**src/fab_pkg.sv**
```systemverilog
// ----------------------------------------------------------------------------
// fab_pkg
// shared types and constants of the first-fit block allocator
// ----------------------------------------------------------------------------
package fab_pkg;

  localparam int DEF_MAX_BLOCKS   = 64;
  localparam int DEF_HEAP_BYTES   = 65536;
  localparam int DEF_HEADER_BYTES = 20;

  // block size before clipping: header plus request, rounded up to 4
  localparam int NEED_W     = 17;
  localparam int SIZE_REG_W = 17;
  localparam int DATA_W     = 32;

  localparam logic [1:0] OP_ALLOC   = 2'd0;
  localparam logic [1:0] OP_FREE    = 2'd1;
  localparam logic [1:0] OP_COLLECT = 2'd2;

  localparam logic REG_HEAP_BASE = 1'b0;
  localparam logic REG_HEAP_SIZE = 1'b1;

  localparam logic [SIZE_REG_W-1:0] HEAP_SIZE_RESET = 17'h10000;

  typedef enum logic [2:0] {
    ST_IDLE,
    ST_DISPATCH,
    ST_SCAN,
    ST_APPEND,
    ST_COLL_END
  } state_t;

  typedef struct packed {
    logic load;
    logic scan;
    logic commit_hit;
    logic append;
    logic coll_end;
    logic finish;
    logic fail;
  } cmd_t;

  typedef struct packed {
    logic [1:0] op;
    logic       count_zero;
    logic       scan_hit;
    logic       scan_last;
  } stat_t;

endpackage

```
**src/first_fit_block_allocator_unit.sv**
```systemverilog
// ----------------------------------------------------------------------------
// first_fit_block_allocator_unit
// first-fit heap block allocator with free and collect of adjacent free blocks
// ----------------------------------------------------------------------------
// channel   direction  handshake                      word
// request   in         start, accepted when !busy     opcode, request_size,
//                                                     release_address
// result    out        done, one-cycle strobe         status, block_address
// config    in         write_enable, write_index      write_data
//
// a request walks the table (count = blocks in the table) one entry per cycle
// through the table memory read port until a hit or the last entry; an allocate
// that appends or a collect adds a wrap-up step. unknown opcode, and free or
// collect on an empty table, finish at dispatch. busy drops with the strobe
// cycle, so the next word can be taken while the result shows. reset leaves the
// table empty and needs no clearing pass. results cannot be stalled.
module first_fit_block_allocator_unit #(
  parameter int MAX_BLOCKS   = fab_pkg::DEF_MAX_BLOCKS,
  parameter int HEAP_BYTES   = fab_pkg::DEF_HEAP_BYTES,
  parameter int HEADER_BYTES = fab_pkg::DEF_HEADER_BYTES
) (
  input  logic                       clk,
  input  logic                       rst,
  input  logic                       start,
  output logic                       busy,
  input  logic [1:0]                 opcode,
  input  logic [15:0]                request_size,
  input  logic [fab_pkg::DATA_W-1:0] release_address,
  output logic                       done,
  output logic                       status,
  output logic [fab_pkg::DATA_W-1:0] block_address,
  input  logic                       write_enable,
  input  logic                       write_index,
  input  logic [fab_pkg::DATA_W-1:0] write_data
);

  fab_pkg::cmd_t  cmd;
  fab_pkg::stat_t stat;
  logic           ctrl_busy;

  fab_ctrl u_ctrl (
    .clk   (clk),
    .rst   (rst),
    .start (start),
    .stat  (stat),
    .cmd   (cmd),
    .busy  (ctrl_busy)
  );

  fab_datapath #(
    .MAX_BLOCKS   (MAX_BLOCKS),
    .HEAP_BYTES   (HEAP_BYTES),
    .HEADER_BYTES (HEADER_BYTES)
  ) u_datapath (
    .clk             (clk),
    .rst             (rst),
    .opcode          (opcode),
    .request_size    (request_size),
    .release_address (release_address),
    .write_enable    (write_enable),
    .write_index     (write_index),
    .write_data      (write_data),
    .cmd             (cmd),
    .stat            (stat),
    .done            (done),
    .status          (status),
    .block_address   (block_address)
  );

  assign busy = ctrl_busy;

endmodule

```
**src/fab_ctrl.sv**
```systemverilog
// ----------------------------------------------------------------------------
// fab_ctrl
// request sequencer: dispatch, table walk, append and collect wrap-up
// ----------------------------------------------------------------------------
module fab_ctrl (
  input  logic           clk,
  input  logic           rst,
  input  logic           start,
  input  fab_pkg::stat_t stat,
  output fab_pkg::cmd_t  cmd,
  output logic           busy
);

  fab_pkg::state_t state, state_next;

  always_ff @(posedge clk) begin
    if (rst) begin
      state <= fab_pkg::ST_IDLE;
    end else begin
      state <= state_next;
    end
  end

  always_comb begin
    state_next = state;
    cmd        = '0;
    unique case (state)
      fab_pkg::ST_IDLE: begin
        if (start) begin
          cmd.load   = 1'b1;
          state_next = fab_pkg::ST_DISPATCH;
        end
      end
      fab_pkg::ST_DISPATCH: begin
        priority if (stat.op != fab_pkg::OP_ALLOC && stat.op != fab_pkg::OP_FREE &&
                     stat.op != fab_pkg::OP_COLLECT) begin
          cmd.finish = 1'b1;
          cmd.fail   = 1'b1;
          state_next = fab_pkg::ST_IDLE;
        end else if (!stat.count_zero) begin
          state_next = fab_pkg::ST_SCAN;
        end else if (stat.op == fab_pkg::OP_ALLOC) begin
          state_next = fab_pkg::ST_APPEND;
        end else begin
          // empty table: free misses, collect has nothing to do
          cmd.finish = 1'b1;
          cmd.fail   = (stat.op == fab_pkg::OP_FREE);
          state_next = fab_pkg::ST_IDLE;
        end
      end
      fab_pkg::ST_SCAN: begin
        cmd.scan = 1'b1;
        priority if (stat.scan_hit) begin
          cmd.commit_hit = 1'b1;
          cmd.finish     = 1'b1;
          state_next     = fab_pkg::ST_IDLE;
        end else if (stat.scan_last) begin
          priority if (stat.op == fab_pkg::OP_ALLOC) begin
            state_next = fab_pkg::ST_APPEND;
          end else if (stat.op == fab_pkg::OP_FREE) begin
            cmd.finish = 1'b1;
            cmd.fail   = 1'b1;
            state_next = fab_pkg::ST_IDLE;
          end else begin
            state_next = fab_pkg::ST_COLL_END;
          end
        end
      end
      fab_pkg::ST_APPEND: begin
        cmd.append = 1'b1;
        cmd.finish = 1'b1;
        state_next = fab_pkg::ST_IDLE;
      end
      fab_pkg::ST_COLL_END: begin
        cmd.coll_end = 1'b1;
        cmd.finish   = 1'b1;
        state_next   = fab_pkg::ST_IDLE;
      end
      default: begin
        state_next = fab_pkg::ST_IDLE;
      end
    endcase
  end

  assign busy = (state != fab_pkg::ST_IDLE);

endmodule

```
**src/fab_datapath.sv**
```systemverilog
// ----------------------------------------------------------------------------
// fab_datapath
// block table memory, walk pointers, merge logic, config and result registers
// ----------------------------------------------------------------------------
module fab_datapath #(
  parameter int MAX_BLOCKS   = fab_pkg::DEF_MAX_BLOCKS,
  parameter int HEAP_BYTES   = fab_pkg::DEF_HEAP_BYTES,
  parameter int HEADER_BYTES = fab_pkg::DEF_HEADER_BYTES
) (
  input  logic                          clk,
  input  logic                          rst,
  input  logic [1:0]                    opcode,
  input  logic [15:0]                   request_size,
  input  logic [fab_pkg::DATA_W-1:0]    release_address,
  input  logic                          write_enable,
  input  logic                          write_index,
  input  logic [fab_pkg::DATA_W-1:0]    write_data,
  input  fab_pkg::cmd_t                 cmd,
  output fab_pkg::stat_t                stat,
  output logic                          done,
  output logic                          status,
  output logic [fab_pkg::DATA_W-1:0]    block_address
);

  localparam int IW = $clog2(MAX_BLOCKS);
  localparam int CW = $clog2(MAX_BLOCKS + 1);
  localparam int OW = $clog2(HEAP_BYTES + 1);
  localparam int SW = (OW > fab_pkg::NEED_W) ? OW : fab_pkg::NEED_W;
  localparam int NW = fab_pkg::NEED_W;

  typedef struct packed {
    logic [OW-1:0] start;
    logic [OW-1:0] size;
    logic          in_use;
  } entry_t;

  entry_t mem [MAX_BLOCKS];

  logic [fab_pkg::DATA_W-1:0]     heap_base;
  logic [fab_pkg::SIZE_REG_W-1:0] heap_size;
  logic [1:0]                     op;
  logic [NW-1:0]                  need;
  logic [fab_pkg::DATA_W-1:0]     rel;
  logic [CW-1:0]                  rd_idx;
  logic [IW-1:0]                  eval_idx;
  logic                           eval_vld;
  entry_t                         rdata;
  logic [CW-1:0]                  count;
  logic [OW-1:0]                  bump;
  logic [IW-1:0]                  wr_idx;
  entry_t                         cur;

  logic [SW-1:0]                  lim, bump_ext, need_ext;
  logic                           append_ok, alloc_hit, free_hit, merge, rd_go;
  logic [fab_pkg::DATA_W-1:0]     eval_addr, bump_addr;
  logic                           we;
  logic [IW-1:0]                  waddr;
  entry_t                         wdata;

  assign lim = (SW'(heap_size) > SW'(HEAP_BYTES)) ? SW'(HEAP_BYTES) : SW'(heap_size);
  assign bump_ext = SW'(bump);
  assign need_ext = SW'(need);
  assign append_ok = (count < CW'(MAX_BLOCKS)) && (bump_ext <= lim) &&
                     ((lim - bump_ext) >= need_ext);

  assign eval_addr = heap_base + fab_pkg::DATA_W'(rdata.start) +
                     fab_pkg::DATA_W'(HEADER_BYTES);
  assign bump_addr = heap_base + fab_pkg::DATA_W'(bump) +
                     fab_pkg::DATA_W'(HEADER_BYTES);
  assign alloc_hit = !rdata.in_use && (SW'(rdata.size) >= need_ext);
  assign free_hit  = rdata.in_use && (eval_addr == rel);
  // blocks touch end to end, so the address check of a merge normally holds
  assign merge = !cur.in_use && !rdata.in_use &&
                 (((OW+1)'(cur.start) + (OW+1)'(cur.size)) == (OW+1)'(rdata.start));
  assign rd_go = cmd.scan && (rd_idx < count);

  assign stat.op         = op;
  assign stat.count_zero = (count == '0);
  assign stat.scan_hit   = eval_vld && ((op == fab_pkg::OP_ALLOC && alloc_hit) ||
                                        (op == fab_pkg::OP_FREE && free_hit));
  assign stat.scan_last  = eval_vld && ((CW'(eval_idx) + CW'(1)) == count);

  always_comb begin
    we    = 1'b0;
    waddr = eval_idx;
    wdata = rdata;
    priority if (cmd.commit_hit) begin
      we           = 1'b1;
      wdata.in_use = (op == fab_pkg::OP_ALLOC);
    end else if (cmd.append && append_ok) begin
      we           = 1'b1;
      waddr        = count[IW-1:0];
      wdata.start  = bump;
      wdata.size   = OW'(need);
      wdata.in_use = 1'b1;
    end else if (cmd.coll_end) begin
      we    = 1'b1;
      waddr = wr_idx;
      wdata = cur;
    end else if (cmd.scan && eval_vld && op == fab_pkg::OP_COLLECT &&
                 eval_idx != '0 && !merge) begin
      // run ended: retire the accumulated block to its compacted slot
      we    = 1'b1;
      waddr = wr_idx;
      wdata = cur;
    end
  end

  always_ff @(posedge clk) begin
    if (we) begin
      mem[waddr] <= wdata;
    end
    rdata <= mem[rd_idx[IW-1:0]];
  end

  always_ff @(posedge clk) begin
    if (rst) begin
      heap_base <= '0;
      heap_size <= fab_pkg::HEAP_SIZE_RESET;
    end else if (write_enable) begin
      if (write_index == fab_pkg::REG_HEAP_BASE) begin
        heap_base <= write_data;
      end else begin
        heap_size <= write_data[fab_pkg::SIZE_REG_W-1:0];
      end
    end
  end

  always_ff @(posedge clk) begin
    if (rst) begin
      count    <= '0;
      bump     <= '0;
      eval_vld <= 1'b0;
      done     <= 1'b0;
    end else begin
      done <= cmd.finish;
      if (cmd.load) begin
        eval_vld <= 1'b0;
      end else if (cmd.scan) begin
        eval_vld <= rd_go;
      end
      if (cmd.append && append_ok) begin
        count <= count + CW'(1);
        bump  <= bump + OW'(need);
      end
      if (cmd.coll_end) begin
        if (wr_idx == '0 && !cur.in_use) begin
          count <= '0;
          bump  <= '0;
        end else begin
          count <= CW'(wr_idx) + CW'(1);
        end
      end
    end
  end

  always_ff @(posedge clk) begin
    if (cmd.load) begin
      op     <= opcode;
      need   <= (NW'(request_size) + NW'(HEADER_BYTES) + NW'(3)) & ~NW'(3);
      rel    <= release_address;
      rd_idx <= '0;
    end else if (rd_go) begin
      rd_idx   <= rd_idx + CW'(1);
      eval_idx <= rd_idx[IW-1:0];
    end
    if (cmd.scan && eval_vld && op == fab_pkg::OP_COLLECT) begin
      if (eval_idx == '0) begin
        cur    <= rdata;
        wr_idx <= '0;
      end else if (merge) begin
        cur.size <= cur.size + rdata.size;
      end else begin
        cur    <= rdata;
        wr_idx <= wr_idx + IW'(1);
      end
    end
    if (cmd.finish) begin
      status <= cmd.fail || (cmd.append && !append_ok);
      priority if (cmd.commit_hit && op == fab_pkg::OP_ALLOC) begin
        block_address <= eval_addr;
      end else if (cmd.append && append_ok) begin
        block_address <= bump_addr;
      end else begin
        block_address <= '0;
      end
    end
  end

endmodule

```
**config.mk**
```make
export PLATFORM = sky130hd
export DESIGN_NAME = first_fit_block_allocator_unit
export DESIGN_NICKNAME = d
export VERILOG_FILES = /design/src/fab_pkg.sv /design/src/first_fit_block_allocator_unit.sv /design/src/fab_ctrl.sv /design/src/fab_datapath.sv
export SDC_FILE = /design/constraint.sdc
export NUM_CORES = 2
export LEC_CHECK = 0
export BUFFER_PORTS_ARGS = -buffer_cell sky130_fd_sc_hd__buf_2
export CAP_MARGIN = 20
export CORE_MARGIN = 5
export CORE_UTILIZATION = 55
export DETAILED_ROUTE_END_ITERATION = 7
export PLACE_DENSITY = 0.78
export REMOVE_ABC_BUFFERS = 1
export SETUP_SLACK_MARGIN = 0.15
export SYNTH_ARGS = -nofsm -noshare
export SYNTH_HDL_FRONTEND = slang
export SYNTH_SLANG_ARGS = --single-unit
```
**constraint.sdc**
```tcl
create_clock -name clk -period 11.13 [get_ports clk]
set_input_delay 1.113 -clock clk [delete_from_list [all_inputs] [get_ports clk]]
set_output_delay 1.113 -clock clk [all_outputs]
set_load 0.02 [all_outputs]
```
==> flow_summary.yaml <==
outcome:
  status: "finished with violations"
  violations: "design-rule violations"
clock_network:
  clk_latency_ps: 910
  cts_buffer_depth: 3
  path_clk_slew_ps: 60
  holdBufCountCts: 0
  cts.repair.resized: 0
  numCtsBuffers: 231
  cts.sinks: 2487
  cts_tree: "built"
  root_buffer: "clkbuf_16"
  cts_setup_buffers: 0
  cts_max_level: 4
global_routing:
  grt_max_degree: 136
  antenna_found_initial: 20
  grt-ovfl-total: 0
  grt_pass1_vias: 55620
  grt_use_total_pct: 27.52
  grt_pass1_wl_um: 394400
detailed_routing:
  wirelength_um: 270500
  vias: 55530
  drtIter0Drc: 7898
  ant_nets: 0
  drc: 3
  wl_per_cell_um: 33.06
  via_per_inst: 6.787
  dr.pass1.iters: 8
sta:
  slew_headroom_pct: 22.59
  worst_slew_pin_slew_ps: 1157
  finalHoldViolCount: 0
  hold_slack_ps: 457.3
  rsz0062_at_grt: "no"
  drv_slew: 0
  finalCriticalPeriod_ps: 7093
  max_freq_ghz: 0.1410
  setup_viol: 0
  min_period_over_period_pct: 63.73
  fin_skew_ps: 107.0
pwr:
  cellLeakagePower_nw: 36.10
  peakVddDrop_v: 0.0002240
  power_density_nw_per_um2: 161.4
  power_mw: 18.65
placed_design:
  dp_cells: 7733
  dp_hpwl_um: 151900
  port_buffers: 121
  gp_congestion: 0.9415
flow_run:
  drv_cap: 0
synthesis:
  yosysMostFrequentCell: "edfxtp_1"
  postSynthCellCount: 5239
  synth_top_area_share_pct: 69.27
  ys_ff_latch: 2487
  synthTopCellsByArea: "edfxtp_1 (69%), mux4_2 (16%), dfxtp_1 (2.3%), ha_1 (2.1%), nand2_1 (0.99%)"
  seq_area_frac_synth_pct: 71.57
  ys_async_sr_fraction_pct: 0
  synth_warnings: 0
  synthTopCellsByCount: "edfxtp_1 (2369), mux4_2 (735), nand2_1 (270), clkbuf_1 (197), ha_1 (170)"
  synth_top_area_cell: "edfxtp_1"
  syn_area_sq_um: 102700
  synth_edf_count: 2369
  yosys_most_used_dff: "edfxtp_1"
  synth_cell_types: 88
  syn_area_per_cell_sq_um: 19.60
floorplan:
  fp.dieW_um: 442.1
  start_util_pct: 55.32
  rows: 158
  dieArea_sq_um: 195500
  die_y_um: 442.1
  io_pins: 122
  core_sq_um: 185600
setup_path:
  required_ps: 11640
  path_class: "reg -> reg"
  critPathMaxFanout: 38
  crit_arrival_ps: 7600
  cp-end-kind: "flip-flop"
  start_kind: "flip-flop"
layout:
  final.fill_count: 11970
  area_growth_pct: 12.53
  finalNonFillerCells: 8182
  nNetsFinal: 5752
  drive_gt1_share_pct: 26.89
hold_path:
  hp-class: "reg -> reg"
through the flow:
stage               util, %  setup TNS [ps]  worst slack (ps)  instance area, sq um
global route          62.25               0              3529                115600
detailed placement    57.93               0              3966                107500
CTS                   62.20               0              3873                115500
floorplan                 -         -667190            -14590                101600
finish                62.26               0              4037                115600
global placement      57.93               0              4081                107500
flip-flops by register name, indices dropped and copies added, names as in the netlist:
name	flops
u_datapath.rel	32
u_datapath.block_address	32
u_datapath.rd_idx	7
u_datapath.bump	15
u_datapath.count	7
u_datapath.heap_base	32
u_datapath.need	15
u_datapath.cur	35
u_datapath.rdata	35
u_datapath.done	1
u_datapath.op	2
u_datapath.status	1
u_datapath.eval_vld	1
u_datapath.eval_idx	6
u_ctrl.state	3
u_datapath.wr_idx	6
u_datapath.heap_size	17
u_datapath.mem	2240
cell type report:
type,count,area (sq um),share of cell area (%)
antenna,13,32.53,0.02815
clock buffer,280,6066,5.249
clock inverter,151,1849,1.600
inverter,95,356.6,0.3085
multi-input combinational,2389,28650,24.79
sequential,2487,73520,63.62
tap,2480,3103,2.685
timing repair buffer,287,1997,1.728
placed cells by master (no fill, tap or decap), types with 12 or more instances in the layout:
| cell | count |
|---|---|
| and3_1 | 24 |
| a31oi_1 | 19 |
| a21o_1 | 36 |
| a21oi_1 | 148 |
| nand4_1 | 22 |
| xnor2_1 | 74 |
| diode_2 | 13 |
| buf_2 | 121 |
| o21ai_0 | 70 |
| o21a_1 | 24 |
| nand2_1 | 269 |
| xor2_1 | 60 |
| o2111ai_1 | 13 |
| clkbuf_16 | 232 |
| mux2i_1 | 39 |
| clkinv_2 | 40 |
| o22ai_1 | 19 |
| mux4_2 | 735 |
| nor4_2 | 64 |
| ha_1 | 170 |
| and2_1 | 16 |
| nand3_1 | 55 |
| o211ai_1 | 12 |
| nand2b_1 | 22 |
| clkinvlp_4 | 16 |
| edfxtp_1 | 2369 |
| nor2_1 | 112 |
| dfxtp_1 | 112 |
| a211oi_1 | 22 |
| clkbuf_1 | 40 |
| buf_4 | 155 |
| o21ai_4 | 27 |
| clkinv_1 | 42 |
| inv_1 | 94 |
| nor3_1 | 56 |
| bufinv_16 | 31 |
| nor2b_1 | 35 |
| o21bai_1 | 15 |
power breakdown:
| part | leakage, nW | switching [mW] | internal, mW |
|---|---|---|---|
| combinational | 9.99 | 0.171 | 0.102 |
| sequential | 22.3 | 0.0320 | 10.1 |
| clock | 3.81 | 3.60 | 4.63 |
| total | 36.1 | 3.80 | 14.9 |
cells by family (layout without fill, tap and decap cells):
kind of cell | Yosys count | in the layout | share of synthesized area, %
AO/OA/AOI/OAI | 547 | 547 | 3.557
multiplexers | 777 | 777 | 16.53
adder cells (fa/ha/maj) | 174 | 174 | 2.149
flip-flops | 2487 | 2487 | 71.57
AND/OR/NAND/NOR | 753 | 753 | 3.598
buffers and inverters | 363 | 813 | 1.385
XOR/XNOR | 137 | 137 | 1.209
other | 1 | 14 | 0.003651
path summary, 6_finish.rpt:
check        cells past startpoint                                    to  slack, ps                             startpoint
max                             23      u_datapath.mem[18][22]$_DFFE_PP_       4040  u_datapath.heap_size[16]$_SDFFE_PP1P_
min                              2  u_datapath.heap_base[4]$_SDFFE_PP0P_        460   u_datapath.heap_base[4]$_SDFFE_PP0P_
max reg2reg                     23      u_datapath.mem[18][22]$_DFFE_PP_       4040  u_datapath.heap_size[16]$_SDFFE_PP1P_
min reg2reg                      2  u_datapath.heap_base[4]$_SDFFE_PP0P_        460   u_datapath.heap_base[4]$_SDFFE_PP0P_
worst max-delay path: stages (launching register included):
cell and delay [ps]:
dfxtp_1 700, nor2b_1 120, ha_1 350, a21oi_1 220, a21oi_1 120, nor3_1 290
o21bai_1 210, nand2_1 130, nand2_1 80, and2_1 180, a311oi_1 290, nor3_1 90
ha_1 310, o21a_1 120, nor2_1 40, or3_1 330, a31oi_1 250, and2_4 570
nor2_1 230, o21ai_2 350, a31oi_4 50, buf_4 350, nor4_2 750, buf_4 560
routing by layer:
metal	GRT usage [%]	vias to the layer above	share of wire (%)
li1	-	22230	-
met1	36.96	28900	36
met2	46.46	3826	51
met3	5.213	566	9.7
met4	8.297	8	3.4
met5	0	-	0.018
Power figures use the tool's default switching activity.
